File: src/rtl/irpd_pkg.sv
// Package for the pulse-distance infrared frame decoder.
// Holds widths, register indexes and reset values, the classification record
// and the decoder phase type. Depends on nothing.
`default_nettype none

package irpd_pkg;

    localparam int DUR_W            = 16;
    localparam int ADDR_W           = 16;
    localparam int DATA_W           = 32;
    localparam int SHIFT_W          = ADDR_W + DATA_W;
    localparam int CFG_IDX_W        = 8;
    localparam int NUM_REGS         = 8;

    localparam int FRAME_BITS_DEF     = 48;
    localparam int MIN_MARK_TICKS_DEF = 3;
    localparam int QUEUE_DEPTH_DEF    = 4;

    // Register indexes on the configuration channel.
    localparam logic [CFG_IDX_W-1:0] REG_HDR_MARK_MIN  = 8'd0;
    localparam logic [CFG_IDX_W-1:0] REG_HDR_MARK_MAX  = 8'd1;
    localparam logic [CFG_IDX_W-1:0] REG_HDR_SPACE_MIN = 8'd2;
    localparam logic [CFG_IDX_W-1:0] REG_HDR_SPACE_MAX = 8'd3;
    localparam logic [CFG_IDX_W-1:0] REG_ONE_SPACE_MIN = 8'd4;
    localparam logic [CFG_IDX_W-1:0] REG_ONE_SPACE_MAX = 8'd5;
    localparam logic [CFG_IDX_W-1:0] REG_ZERO_SPACE_MIN = 8'd6;
    localparam logic [CFG_IDX_W-1:0] REG_ZERO_SPACE_MAX = 8'd7;

    // Reset values: 50 us ticks, 25 percent tolerance, 100 us mark excess.
    localparam logic [DUR_W-1:0] RST_HDR_MARK_MIN   = 16'd67;
    localparam logic [DUR_W-1:0] RST_HDR_MARK_MAX   = 16'd113;
    localparam logic [DUR_W-1:0] RST_HDR_SPACE_MIN  = 16'd67;
    localparam logic [DUR_W-1:0] RST_HDR_SPACE_MAX  = 16'd113;
    localparam logic [DUR_W-1:0] RST_ONE_SPACE_MIN  = 16'd22;
    localparam logic [DUR_W-1:0] RST_ONE_SPACE_MAX  = 16'd38;
    localparam logic [DUR_W-1:0] RST_ZERO_SPACE_MIN = 16'd6;
    localparam logic [DUR_W-1:0] RST_ZERO_SPACE_MAX = 16'd11;

    // Classification of one duration, computed by the front end.
    typedef struct packed {
        logic start;
        logic last;
        logic hdr_mark_ok;
        logic hdr_space_ok;
        logic mark_ok;
        logic one_ok;
        logic zero_ok;
    } t_cls;

    typedef enum logic [5:0] {
        PH_IDLE      = 6'b000001,
        PH_HDR_MARK  = 6'b000010,
        PH_HDR_SPACE = 6'b000100,
        PH_BIT_MARK  = 6'b001000,
        PH_BIT_SPACE = 6'b010000,
        PH_DONE      = 6'b100000
    } t_phase;

endpackage

`default_nettype wire

File: src/rtl/irpd_front.sv
// Front end of the infrared frame decoder: window registers and classifier.
// Turns each duration into a t_cls record. Depends on irpd_pkg.
`default_nettype none

module irpd_front #(
    parameter int MIN_MARK_TICKS = irpd_pkg::MIN_MARK_TICKS_DEF
) (
    input  wire logic                           i_clk,
    input  wire logic                           i_rst_n,
    input  wire logic                           i_cfg_valid,
    input  wire logic [irpd_pkg::CFG_IDX_W-1:0] i_cfg_index,
    input  wire logic [irpd_pkg::DUR_W-1:0]     i_cfg_data,
    input  wire logic [irpd_pkg::DUR_W-1:0]     i_duration,
    input  wire logic                           i_start,
    input  wire logic                           i_last,
    output irpd_pkg::t_cls                      o_cls
);

    localparam logic [irpd_pkg::DUR_W-1:0] MIN_MARK = irpd_pkg::DUR_W'(MIN_MARK_TICKS);

    logic [irpd_pkg::DUR_W-1:0] r_hm_min, r_hm_max, r_hs_min, r_hs_max;
    logic [irpd_pkg::DUR_W-1:0] r_one_min, r_one_max, r_zero_min, r_zero_max;

    always_ff @(posedge i_clk) begin
        if (!i_rst_n) begin
            r_hm_min   <= irpd_pkg::RST_HDR_MARK_MIN;
            r_hm_max   <= irpd_pkg::RST_HDR_MARK_MAX;
            r_hs_min   <= irpd_pkg::RST_HDR_SPACE_MIN;
            r_hs_max   <= irpd_pkg::RST_HDR_SPACE_MAX;
            r_one_min  <= irpd_pkg::RST_ONE_SPACE_MIN;
            r_one_max  <= irpd_pkg::RST_ONE_SPACE_MAX;
            r_zero_min <= irpd_pkg::RST_ZERO_SPACE_MIN;
            r_zero_max <= irpd_pkg::RST_ZERO_SPACE_MAX;
        end else if (i_cfg_valid) begin
            unique case (i_cfg_index)
                irpd_pkg::REG_HDR_MARK_MIN:   r_hm_min   <= i_cfg_data;
                irpd_pkg::REG_HDR_MARK_MAX:   r_hm_max   <= i_cfg_data;
                irpd_pkg::REG_HDR_SPACE_MIN:  r_hs_min   <= i_cfg_data;
                irpd_pkg::REG_HDR_SPACE_MAX:  r_hs_max   <= i_cfg_data;
                irpd_pkg::REG_ONE_SPACE_MIN:  r_one_min  <= i_cfg_data;
                irpd_pkg::REG_ONE_SPACE_MAX:  r_one_max  <= i_cfg_data;
                irpd_pkg::REG_ZERO_SPACE_MIN: r_zero_min <= i_cfg_data;
                irpd_pkg::REG_ZERO_SPACE_MAX: r_zero_max <= i_cfg_data;
                default: ;
            endcase
        end
    end

    always_comb begin
        o_cls.start        = i_start;
        o_cls.last         = i_last;
        o_cls.hdr_mark_ok  = (i_duration >= r_hm_min) && (i_duration <= r_hm_max);
        o_cls.hdr_space_ok = (i_duration >= r_hs_min) && (i_duration <= r_hs_max);
        o_cls.mark_ok      = (i_duration >= MIN_MARK);
        o_cls.one_ok       = (i_duration >= r_one_min) && (i_duration <= r_one_max);
        o_cls.zero_ok      = (i_duration >= r_zero_min) && (i_duration <= r_zero_max);
    end

endmodule

`default_nettype wire

File: src/rtl/irpd_queue.sv
// Short queue of classification records between front end and decoder.
// Register-based FIFO with simultaneous push and pop. Depends on irpd_pkg.
`default_nettype none

module irpd_queue #(
    parameter int DEPTH = irpd_pkg::QUEUE_DEPTH_DEF
) (
    input  wire logic    i_clk,
    input  wire logic    i_rst_n,
    input  wire logic    i_push,
    input  wire irpd_pkg::t_cls i_data,
    output logic         o_full,
    input  wire logic    i_pop,
    output logic         o_valid,
    output irpd_pkg::t_cls o_data
);

    localparam int PTR_W = (DEPTH > 1) ? $clog2(DEPTH) : 1;
    localparam int CNT_W = $clog2(DEPTH + 1);
    localparam logic [CNT_W-1:0] DEPTH_C = CNT_W'(DEPTH);
    localparam logic [PTR_W-1:0] LAST_P  = PTR_W'(DEPTH - 1);

    irpd_pkg::t_cls   r_mem [DEPTH];
    logic [PTR_W-1:0] r_wr_ptr, r_rd_ptr;
    logic [CNT_W-1:0] r_count;
    logic             do_push, do_pop;

    assign o_full  = (r_count == DEPTH_C);
    assign o_valid = (r_count != '0);
    assign o_data  = r_mem[r_rd_ptr];
    assign do_push = i_push && !o_full;
    assign do_pop  = i_pop && o_valid;

    always_ff @(posedge i_clk) begin
        if (do_push) begin
            r_mem[r_wr_ptr] <= i_data;
        end
    end

    always_ff @(posedge i_clk) begin
        if (!i_rst_n) begin
            r_wr_ptr <= '0;
            r_rd_ptr <= '0;
            r_count  <= '0;
        end else begin
            if (do_push) begin
                r_wr_ptr <= (r_wr_ptr == LAST_P) ? '0 : r_wr_ptr + 1'b1;
            end
            if (do_pop) begin
                r_rd_ptr <= (r_rd_ptr == LAST_P) ? '0 : r_rd_ptr + 1'b1;
            end
            if (do_push && !do_pop) begin
                r_count <= r_count + 1'b1;
            end else if (do_pop && !do_push) begin
                r_count <= r_count - 1'b1;
            end
        end
    end

    a_count_bound: assert property (@(posedge i_clk) disable iff (!i_rst_n)
        r_count <= DEPTH_C)
        else $error("queue count exceeds depth");

    a_push_grows: assert property (@(posedge i_clk) disable iff (!i_rst_n)
        (do_push && !do_pop) |=> (r_count == $past(r_count) + 1'b1))
        else $error("queue count did not grow on push");

    a_pop_shrinks: assert property (@(posedge i_clk) disable iff (!i_rst_n)
        (do_pop && !do_push) |=> (r_count == $past(r_count) - 1'b1))
        else $error("queue count did not shrink on pop");

endmodule

`default_nettype wire

File: src/rtl/irpd_back.sv
// Back end of the infrared frame decoder: phase machine, bit shifter and
// result register. Consumes t_cls records from the queue. Depends on irpd_pkg.
`default_nettype none

module irpd_back #(
    parameter int FRAME_BITS = irpd_pkg::FRAME_BITS_DEF
) (
    input  wire logic                        i_clk,
    input  wire logic                        i_rst_n,
    input  wire logic                        i_q_valid,
    input  wire irpd_pkg::t_cls              i_q_data,
    output logic                             o_q_pop,
    output logic                             o_valid,
    input  wire logic                        i_ready,
    output logic                             o_ok,
    output logic [irpd_pkg::ADDR_W-1:0]      o_address,
    output logic [irpd_pkg::DATA_W-1:0]      o_data
);

    localparam int CW = $clog2(FRAME_BITS + 1);
    localparam logic [CW-1:0] LAST_COUNT = CW'(FRAME_BITS);
    localparam int SW = irpd_pkg::SHIFT_W;

    irpd_pkg::t_phase r_phase, n_phase;
    logic [CW-1:0]    r_count, n_count;
    logic [SW-1:0]    r_shift, n_shift;
    logic             r_out_valid, r_out_ok;
    logic [irpd_pkg::ADDR_W-1:0] r_out_addr;
    logic [irpd_pkg::DATA_W-1:0] r_out_data;
    logic             emit, emit_ok, pop;

    // A record is taken whenever the result register is free or being drained,
    // since any record may produce a result.
    assign pop     = i_q_valid && (!r_out_valid || i_ready);
    assign o_q_pop = pop;

    always_comb begin
        n_phase = r_phase;
        n_count = r_count;
        n_shift = r_shift;
        emit    = 1'b0;
        emit_ok = 1'b0;
        if (pop) begin
            if (i_q_data.start) begin
                n_phase = irpd_pkg::PH_HDR_MARK;
                n_count = '0;
                n_shift = '0;
                emit    = i_q_data.last;
            end else begin
                unique case (r_phase)
                    irpd_pkg::PH_HDR_MARK: begin
                        if (!i_q_data.hdr_mark_ok) begin
                            emit = 1'b1;
                        end else begin
                            n_phase = irpd_pkg::PH_HDR_SPACE;
                            emit    = i_q_data.last;
                        end
                    end
                    irpd_pkg::PH_HDR_SPACE: begin
                        if (!i_q_data.hdr_space_ok) begin
                            emit = 1'b1;
                        end else begin
                            n_phase = irpd_pkg::PH_BIT_MARK;
                            emit    = i_q_data.last;
                        end
                    end
                    irpd_pkg::PH_BIT_MARK: begin
                        if (!i_q_data.mark_ok) begin
                            emit = 1'b1;
                        end else begin
                            n_phase = irpd_pkg::PH_BIT_SPACE;
                            emit    = i_q_data.last;
                        end
                    end
                    irpd_pkg::PH_BIT_SPACE: begin
                        // The one window is tested before the zero window.
                        if (!i_q_data.one_ok && !i_q_data.zero_ok) begin
                            emit = 1'b1;
                        end else begin
                            n_shift = {r_shift[SW-2:0], i_q_data.one_ok};
                            n_count = r_count + 1'b1;
                            if (n_count == LAST_COUNT) begin
                                emit    = 1'b1;
                                emit_ok = 1'b1;
                            end else begin
                                n_phase = irpd_pkg::PH_BIT_MARK;
                                emit    = i_q_data.last;
                            end
                        end
                    end
                    default: ;
                endcase
            end
            if (emit) begin
                n_phase = irpd_pkg::PH_DONE;
            end
        end
    end

    always_ff @(posedge i_clk) begin
        if (!i_rst_n) begin
            r_phase     <= irpd_pkg::PH_IDLE;
            r_count     <= '0;
            r_shift     <= '0;
            r_out_valid <= 1'b0;
        end else begin
            r_phase <= n_phase;
            r_count <= n_count;
            r_shift <= n_shift;
            if (emit) begin
                r_out_valid <= 1'b1;
            end else if (i_ready) begin
                r_out_valid <= 1'b0;
            end
        end
    end

    always_ff @(posedge i_clk) begin
        if (emit) begin
            r_out_ok   <= emit_ok;
            r_out_addr <= emit_ok ? n_shift[SW-1:irpd_pkg::DATA_W] : '0;
            r_out_data <= emit_ok ? n_shift[irpd_pkg::DATA_W-1:0] : '0;
        end
    end

    assign o_valid   = r_out_valid;
    assign o_ok      = r_out_ok;
    assign o_address = r_out_addr;
    assign o_data    = r_out_data;

    a_emit_done: assert property (@(posedge i_clk) disable iff (!i_rst_n)
        emit |=> (r_phase == irpd_pkg::PH_DONE))
        else $error("phase not finished after a result");

    a_fail_zero: assert property (@(posedge i_clk) disable iff (!i_rst_n)
        (r_out_valid && !r_out_ok) |-> (r_out_addr == '0 && r_out_data == '0))
        else $error("failure result carries nonzero payload");

    a_no_overwrite: assert property (@(posedge i_clk) disable iff (!i_rst_n)
        (r_out_valid && !i_ready) |-> !pop)
        else $error("record taken while result is stalled");

    a_count_bound: assert property (@(posedge i_clk) disable iff (!i_rst_n)
        r_count <= LAST_COUNT)
        else $error("bit count beyond frame length");

endmodule

`default_nettype wire

File: src/rtl/ir_pulse_distance_frame_decoder_core.sv
// An accepted duration is registered in the record queue, and its result in the result register that drives m_tvalid.
// Throughput: one duration per cycle while the record queue is not full; the decoder takes
// one queued record per cycle while its result register is free or being drained.
// Reset: synchronous, active low; window registers return to defaults, phase to idle.
// Top level: front-end classifier, record queue and decoder back end.
// Depends on irpd_pkg, irpd_front, irpd_queue and irpd_back.
`default_nettype none

module ir_pulse_distance_frame_decoder_core #(
    parameter int FRAME_BITS     = irpd_pkg::FRAME_BITS_DEF,
    parameter int MIN_MARK_TICKS = irpd_pkg::MIN_MARK_TICKS_DEF,
    parameter int QUEUE_DEPTH    = irpd_pkg::QUEUE_DEPTH_DEF
) (
    input  wire logic                           i_clk,
    input  wire logic                           i_rst_n,
    input  wire logic                           i_cfg_valid,
    output logic                                o_cfg_ready,
    input  wire logic [irpd_pkg::CFG_IDX_W-1:0] i_cfg_index,
    input  wire logic [irpd_pkg::DUR_W-1:0]     i_cfg_data,
    input  wire logic                           s_tvalid,
    output logic                                s_tready,
    input  wire logic [15:0]                    s_tdata,  // [15:0] duration_ticks
    input  wire logic                           s_tuser,  // [0] capture_start
    input  wire logic                           s_tlast,  // capture_end
    output logic                                m_tvalid,
    input  wire logic                           m_tready,
    output logic [47:0]                         m_tdata,  // [15:0] frame_address, [47:16] frame_data
    output logic                                m_tuser   // [0] frame_ok
);

    irpd_pkg::t_cls front_cls, q_cls;
    logic           q_full, q_valid, q_pop;
    logic [irpd_pkg::ADDR_W-1:0] frame_address;
    logic [irpd_pkg::DATA_W-1:0] frame_data;

    assign o_cfg_ready = 1'b1;
    assign s_tready    = !q_full;

    irpd_front #(
        .MIN_MARK_TICKS(MIN_MARK_TICKS)
    ) u_front (
        .i_clk      (i_clk),
        .i_rst_n    (i_rst_n),
        .i_cfg_valid(i_cfg_valid),
        .i_cfg_index(i_cfg_index),
        .i_cfg_data (i_cfg_data),
        .i_duration (s_tdata),
        .i_start    (s_tuser),
        .i_last     (s_tlast),
        .o_cls      (front_cls)
    );

    irpd_queue #(
        .DEPTH(QUEUE_DEPTH)
    ) u_queue (
        .i_clk  (i_clk),
        .i_rst_n(i_rst_n),
        .i_push (s_tvalid),
        .i_data (front_cls),
        .o_full (q_full),
        .i_pop  (q_pop),
        .o_valid(q_valid),
        .o_data (q_cls)
    );

    irpd_back #(
        .FRAME_BITS(FRAME_BITS)
    ) u_back (
        .i_clk    (i_clk),
        .i_rst_n  (i_rst_n),
        .i_q_valid(q_valid),
        .i_q_data (q_cls),
        .o_q_pop  (q_pop),
        .o_valid  (m_tvalid),
        .i_ready  (m_tready),
        .o_ok     (m_tuser),
        .o_address(frame_address),
        .o_data   (frame_data)
    );

    assign m_tdata = {frame_data, frame_address};

endmodule

`default_nettype wire

File: config.mk
export PLATFORM = sky130hd
export DESIGN_NAME = ir_pulse_distance_frame_decoder_core
export DESIGN_NICKNAME = d
export VERILOG_FILES = /design/src/rtl/irpd_pkg.sv /design/src/rtl/irpd_front.sv /design/src/rtl/irpd_queue.sv /design/src/rtl/irpd_back.sv /design/src/rtl/ir_pulse_distance_frame_decoder_core.sv
export SDC_FILE = /design/constraint.sdc
export NUM_CORES = 1
export LEC_CHECK = 0
export BUFFER_PORTS_ARGS = -buffer_cell sky130_fd_sc_hd__buf_2
export CAP_MARGIN = 20
export CORE_MARGIN = 4
export CORE_UTILIZATION = 65
export DETAILED_ROUTE_END_ITERATION = 6
export GPL_ROUTABILITY_DRIVEN = 0
export GPL_TIMING_DRIVEN = 0
export PLACE_DENSITY = 0.83
export SLEW_MARGIN = 30
export SYNTH_ARGS = -nofsm -noshare
export SYNTH_HDL_FRONTEND = slang
export SYNTH_SLANG_ARGS = --single-unit
File: constraint.sdc
create_clock -name i_clk -period 8.6 [get_ports i_clk]
set_clock_uncertainty 0.1 [all_clocks]
set_input_delay 1.72 -clock i_clk [delete_from_list [all_inputs] [get_ports i_clk]]
set_output_delay 1.72 -clock i_clk [all_outputs]
set_load 0.1 [all_outputs]
## Word-level counts from Yosys, hierarchy flattened

Memory sizes are Yosys's and may differ from the RTL's. A register that Yosys moved wholly into a read port is not among the register bits.
Index checks and enable logic that the tools add are counted.

- Add/sub/neg operators: 5
- Multiplexer cells: 39
- Order comparisons: 9
- Reduce and logical (&&, ||, !) cells: 33
- Eq/ne operators: 21

Operator list:

| cell | number |
|---|---|
| 48-bit 2-to-1 mux | 4 |
| 16-bit >= comparator | 4 |
| 16-bit <= comparator | 4 |
| 6-bit 2-to-1 mux | 10 |
| 8-bit by 3-bit == test with 1-bit output (second input constant) | 4 |
| 6-bit case mux with 4 select lines | 1 |
| 1-bit 2-to-1 mux | 17 |
| 8-bit by 2-bit == test with 1-bit output (second input constant) | 2 |
| 16-bit by 2-bit >= comparator with 1-bit output (second input constant) | 1 |
| 2-bit AND reduction | 8 |
| 4-bit by 2-bit != test with 1-bit output (second input constant) | 3 |
| 1-bit logical AND | 10 |
| 8-bit by 1-bit == test with 1-bit output (second input constant) | 1 |
| 8-bit logical NOT | 1 |
| 2-bit 2-to-1 mux | 4 |
| 4-bit != test (second input constant) | 2 |
| 7-bit AND reduction | 1 |
| 6-bit by 1-bit adder with 6-bit output (second input constant) | 1 |
| 6-bit by 2-bit == test with 1-bit output (second input constant) | 1 |
| 6-bit by 3-bit == test with 1-bit output (second input constant) | 1 |
| 6-bit by 4-bit == test with 1-bit output (second input constant) | 1 |
| 6-bit by 5-bit == test with 1-bit output (second input constant) | 1 |
| 6-bit == test (second input constant) | 1 |
| 1-bit logical NOT | 6 |
| 13 further kinds | 18 |

- Word-level logic and storage cells: 126
- Bits in writable memories: 28
- Memories kept: 1
- Bits of input ports: 47
- Output and inout port bits: 52
- Flip-flop bits (word level): 245

Memories:

| name | words | width | rd ports | clocked after memory_dff | wr ports | line | source |
|---|---|---|---|---|---|---|---|
| u_queue.r_mem | 4 | 7 | 1 | 1 | 1 | irpd_queue.sv:23 | `irpd_pkg::t_cls r_mem [DEPTH];` |

## Logic depth before layout (Yosys ltp)

- Word-level depth: 9
- Mapped depth: 10
- Depth with buffers taken out: 10

## Modules after synthesis

From an unflattened synthesis, not the netlist that was laid out.

- Cells, all modules: 1289
- Area total of the unflattened synthesis: 13589.3 um2

Modules (own cells, without submodules):

| module | cells an instance | area each (um2) | times used | sequential area each (um2) |
|---|---|---|---|---|
| irpd_front | 886 | 8051.5 | 1 | 2562.5 |
| irpd_back | 312 | 4028.9 | 1 | 2672.6 |
| irpd_queue | 88 | 1493.9 | 1 | 1021.0 |
| ir_pulse_distance_frame_decoder_core | 3 | 15.0 | 1 | 0.0 |

## Worst setup path before layout

No wires, ideal clock.

- Path kind: in2reg
- From: input m_tready
- To: register u_back.r_out_addr (netlist bit u_back.o_address[0]) (enable)
- Data arrival time: 3.626 ns
- Path buffers: 0
- Data required time: 8.097 ns
- Cell stages on the path: 6
- Setup time: 0.403 ns
- Path slack: 4.471 ns
- Cell sequence: nand2b_1 -> o31a_1 -> inv_1 -> a31oi_1 -> o221ai_1 -> inv_1

- Word-level cells in the longest chain between the ends: 3

Ends and longest elaborated chain:

| element | line | source |
|---|---|---|
| start, declared | ir_pulse_distance_frame_decoder_core.sv:26 | `input wire logic m_tready,` |
| 1-bit logical OR | irpd_back.sv:34 | `assign pop = i_q_valid && (!r_out_valid \|\| i_ready);` |
| 1-bit logical AND | irpd_back.sv:34 |  |
| 1-bit 2-to-1 mux | irpd_back.sv:43 | `if (pop) begin` |
| net u_back.emit | irpd_back.sv:30 | `logic emit, emit_ok, pop;` |
| end signal, assigned | irpd_back.sv:121 | `r_out_addr <= emit_ok ? n_shift[SW-1:irpd_pkg::DATA_W] : '0;` |
| end, declared | irpd_back.sv:28 | `logic [irpd_pkg::ADDR_W-1:0] r_out_addr;` |

The timed path passes the listed nets, and every way through them passes these cells.
A chain may end at the register's enable or synchronous reset.

==> reports/summary.md <==
The logs give 4.00 ns for the post-placement setup slack and 0 for the number of violations of the max-capacitance limit. Remaining antenna violation count: 0. The tightest min-delay check is of the reg -> reg type. The insertion delay to the later sink of the worst-skew pair came out at 0.54 ns.

Net count of the finished layout: 1678. The via count of the first global-routing pass came out at 10240. The HPWL after detailed placement is 22200 um. The run gives 0.372 as the part of the power in registers. The tools report the number of remaining DRC errors as 0.

The run gives 0 ns as the final sum of negative setup slack. The final critical delay including setup and external delays works out to 4.08 ns. The tools report the total of warnings raised by yosys as 0. The average wire per standard cell is 17.1 um, and the width of the chip is 152 um.

The highest cell delay on the worst timing path is 0.85 ns. From synthesis to final layout, the design area changed by 12.4%. Gates resized during post-CTS repair numbered 0. The combinational power share is 0.337. The fraction of power consumed by the clock network is 0.291, and the share of synthesized cell area in full adder, half adder and majority cells is 0.127. Clock-pin slew was measured on the worst setup and hold paths at 0.06 ns. The finished cells cover 0.0152 mm2.

The critical path is of the in -> reg type. The flow ran to the end, and the final reports show no timing, DRC or antenna violations. The worst register-to-register path has a setup slack of 5.69 ns. Counting every instance in the synthesized netlist gives 1383. The tools report the total number of vias as 10284. The final-report setup violation count was 0; the fraction of registers with async set/reset was 0.

The number of rows created at floorplan is 52, and the final number of max-transition violations is 0. The distinct cell type count of the synthesized netlist is 61. The first global-routing pass estimated 49500 um of wire.

The run gives 35 as the maximum number of pins on one net before global-route repair. The cell-internal power is 0.00246 W, and the number of design-rule violations left by the first detailed-router iteration is 583. Setup repair after global routing left no endpoint under its margin.

For this run, the top clock speed supported by timing is 0.245 GHz. The sequential cell area fraction in the yosys report was 0.463. The basic-gate share of the synthesized area counting and, or, nand and nor cells was 0.145.

The count of filler cells inserted in the layout was 1448; the multi-input gate area in the final layout was 0.00642 mm2. Counting along the longest clock path gives a buffer depth of 3. The fraction of final layout cells sized beyond drive strength 1 is 0.108. TritonCTS built the clock tree. The number of levels the H-tree was split into was 1. STA puts the critical path data required time at 8.70 ns. The run gives 0 as the initial antenna violation count.

Type of element launching the critical path: an input pin. The worst-case IR drop observed on VDD is 0.197 mV. The share of the synthesized area in compound gates (AO/OA/AOI/OAI) is 0.0954, and the global routing usage summed across all routing layers is 0.255. The main combinational cell family by area after synthesis is simple AND/OR/NAND/NOR gates. Summing all placed instances gives a cell area of 0.0143 mm2. Buffers inserted during clock tree synthesis total 29. The most used flip-flop cell after synthesis is sky130_fd_sc_hd__dfxtp_1.

After global routing the overflow that remains totals 0. The root buffer cell chosen for the clock tree is sky130_fd_sc_hd__clkbuf_16. The die area was 0.0232 mm2; the parity-gate share of the synthesized area counting xor and xnor cells was 0.00323. For this design the top-level I/O count stands at 99. The smallest setup slack after layout was 4.52 ns; the y dimension of the die was 152 um.

The total power density per cell area was 273 mW/mm2. When the netlist entered floorplanning its net count stood at 1567. The number of antenna diodes in the final layout is 0. The mean area per synthesized cell came out at 9.80 um2.

The worst-margin pin slew was 0.980 ns; the share of cell area taken by muxes after synthesis was 0.103. The count of clock tree sinks came out at 275. Summed over all cells, the static leakage comes to 6.38 nW. The number of enable-type register cells in the synthesized netlist came out at 77.

Maximum fanout along the worst path: 8. Registers take 0.00628 mm2. The starting density of the core was 0.666. In this run the standard cell core region covers 0.0204 mm2. After clock tree synthesis, the setup repair step added 0 buffers. The final layout contains routed wiring with a total length of 30600 um. The tools report the worst relative slew slack as 0.342. Summed over all nets, the switching power comes to 0.00169 W.

The signal on the critical path passes through buf_2 > inv_1 > ha_1 > nand2b_1 > a21oi_1 > o21ai_0 > a211oi_1 > or3_1 > a311oi_1. The run gives 0 as the quantity of hold-fixing buffers added after cts. On the critical path the largest part of the delay comes from compound AO/OA/AOI/OAI gates. In this run, synthesis produced a sequential element count of 275. The post-route fraction of the period consumed by the critical path was 0.475.

On the critical path, the stage with the largest delay is an instance of sky130_fd_sc_hd__a311oi_1. STA classifies the critical path endpoint as a flip-flop. The critical path contains buffers and inverters numbering 2 combined. Summed instance area of the synthesized netlist: 0.0136 mm2. Switching share of power: 0.408.

For this run, the detailed router's first-pass iteration total came to 5. At the worst endpoint, the arrival time is 4.18 ns. Using the TritonRoute via totals, the vias-per-cell ratio works out to 5.76.

The final hold violation count came out at 0. During placement, the flow inserted port buffers numbering 79.
## power groups by stage
stage / combinational [W] / clock, W / sequential (W)
5_1_grt: 0.00146 / 0.00127 / 0.00156
6_report: 0.00140 / 0.00121 / 0.00154
3_3_place_gp: 0.00136 / 0 / 0.00157
4_1_cts: 0.00140 / 0.00122 / 0.00155
3_5_place_dp: 0.00140 / 0 / 0.00157
2_1_floorplan: 0.000387 / 0 / 0.00233
## worst min-delay path, delay by kind of cell, from the launching register on
family,cells,cell delay [ns]
flops,1,0.32
mux,1,0.07
simple gates,1,0.06
## through the flow
stage	hold slack, ns	utilization	std cells	total power [W]
final	0.374	0.748	1786	0.00415
after global routing	0.407	0.748	1786	0.00429
after CTS	0.378	0.748	1786	0.00417
after detailed placement	0.362	0.703	1733	0.00297
after global placement	0.357	0.702	1732	0.00293
after floorplan	0.346	-	1383	0.00272
## synthesized netlist by cell type, drive strengths merged (3+ instances only)
library cell / number / area share
nand4: 18 / 0.0083
a211oi: 7 / 0.0039
inv: 135 / 0.037
ha: 136 / 0.13
mux4: 7 / 0.012
xor2: 4 / 0.0026
nor2b: 52 / 0.024
nor4: 12 / 0.0055
o22ai: 49 / 0.023
nand2: 48 / 0.013
nand3b: 5 / 0.0028
clkbuf: 54 / 0.015
o211ai: 13 / 0.0072
or3: 5 / 0.0027
o21a: 6 / 0.0033
mux2i: 122 / 0.090
a21oi: 41 / 0.015
nor2: 226 / 0.063
nand3: 11 / 0.0041
a31oi: 3 / 0.0014
a21o: 33 / 0.018
dfxtp: 198 / 0.29
and2: 3 / 0.0014
and3: 8 / 0.0037
nor3: 4 / 0.0015
buf: 26 / 0.011
nor3b: 5 / 0.0028
edfxtp: 77 / 0.17
nand2b: 12 / 0.0055
o21ai: 35 / 0.014
## flip-flops by register name, summed over array words and instances (netlist names), 16 cells and up, named ones only
name,cells
u_back.o_address,16
u_front.r_hm_max,16
u_front.r_zero_max,16
u_front.r_zero_min,16
u_front.r_one_max,16
u_back.r_shift,48
u_front.r_hm_min,16
u_front.r_hs_min,16
u_front.r_hs_max,16
u_queue.r_mem,28
u_back.o_data,32
u_front.r_one_min,16
## cell usage in the layout (no fill, tap or decap), types with 5 or more instances in the layout
| cell | instances |
|---|---|
| sky130_fd_sc_hd__a211oi_1 | 7 |
| sky130_fd_sc_hd__a21o_1 | 33 |
| sky130_fd_sc_hd__a21oi_1 | 41 |
| sky130_fd_sc_hd__and3_1 | 8 |
| sky130_fd_sc_hd__buf_2 | 100 |
| sky130_fd_sc_hd__clkbuf_1 | 63 |
| sky130_fd_sc_hd__clkbuf_16 | 29 |
| sky130_fd_sc_hd__clkbuf_8 | 7 |
| sky130_fd_sc_hd__clkinv_2 | 5 |
| sky130_fd_sc_hd__dfxtp_1 | 198 |
| sky130_fd_sc_hd__edfxtp_1 | 77 |
| sky130_fd_sc_hd__ha_1 | 136 |
| sky130_fd_sc_hd__inv_1 | 134 |
| sky130_fd_sc_hd__mux2i_1 | 122 |
| sky130_fd_sc_hd__nand2_1 | 47 |
| sky130_fd_sc_hd__nand2b_1 | 12 |
| sky130_fd_sc_hd__nand3_1 | 11 |
| sky130_fd_sc_hd__nand3b_1 | 5 |
| sky130_fd_sc_hd__nand4_1 | 18 |
| sky130_fd_sc_hd__nor2_1 | 225 |
| sky130_fd_sc_hd__nor2b_1 | 52 |
| sky130_fd_sc_hd__nor3b_1 | 5 |
| sky130_fd_sc_hd__nor4_1 | 12 |
| sky130_fd_sc_hd__o211ai_1 | 13 |
| sky130_fd_sc_hd__o21a_1 | 6 |
| sky130_fd_sc_hd__o21ai_0 | 32 |
| sky130_fd_sc_hd__o22ai_1 | 49 |
## metal layers
layer  vias up  part of all wire  routed length, um  GRT usage
li1       4987                 -                  -          -
met1      4917              0.41              12500      0.306
met2       282              0.51              15500      0.468
met3        98             0.043               1310     0.0324
met4         0             0.040               1240     0.0980
met5         -                 0                  0          0
## cells by family after synthesis
kind of cell / count (synthesis)
and+or+nand+nor: 419
muxes: 129
other: 1
DFF: 275
buffers and inverters: 215
adders and majority gates: 137
xor gates and xnor gates: 5
AOI/OAI and AO/OA: 202
## cell type report
class                   count  share of cell area
well taps                 270              0.0222
multi-input cells         893               0.421
plain buffers              80              0.0234
clock inverters             8             0.00493
inverters                 135              0.0333
repair buffers             80              0.0273
flip-flops and latches    275               0.412
clock buffers              45              0.0562
## final timing paths
| check | cells after the start | startpoint | end |
|---|---|---|---|
| max | 9 | s_tdata[0] | u_queue.r_mem[3][1] |
| min | 2 | u_front.r_one_max[1] | u_front.r_one_max[1] |
| min reg2reg | 2 | u_front.r_one_max[1] | u_front.r_one_max[1] |
| max reg2reg | 6 | flip-flop | u_back.o_address[5] |
Note: power is estimated with default switching activity, not from simulation.
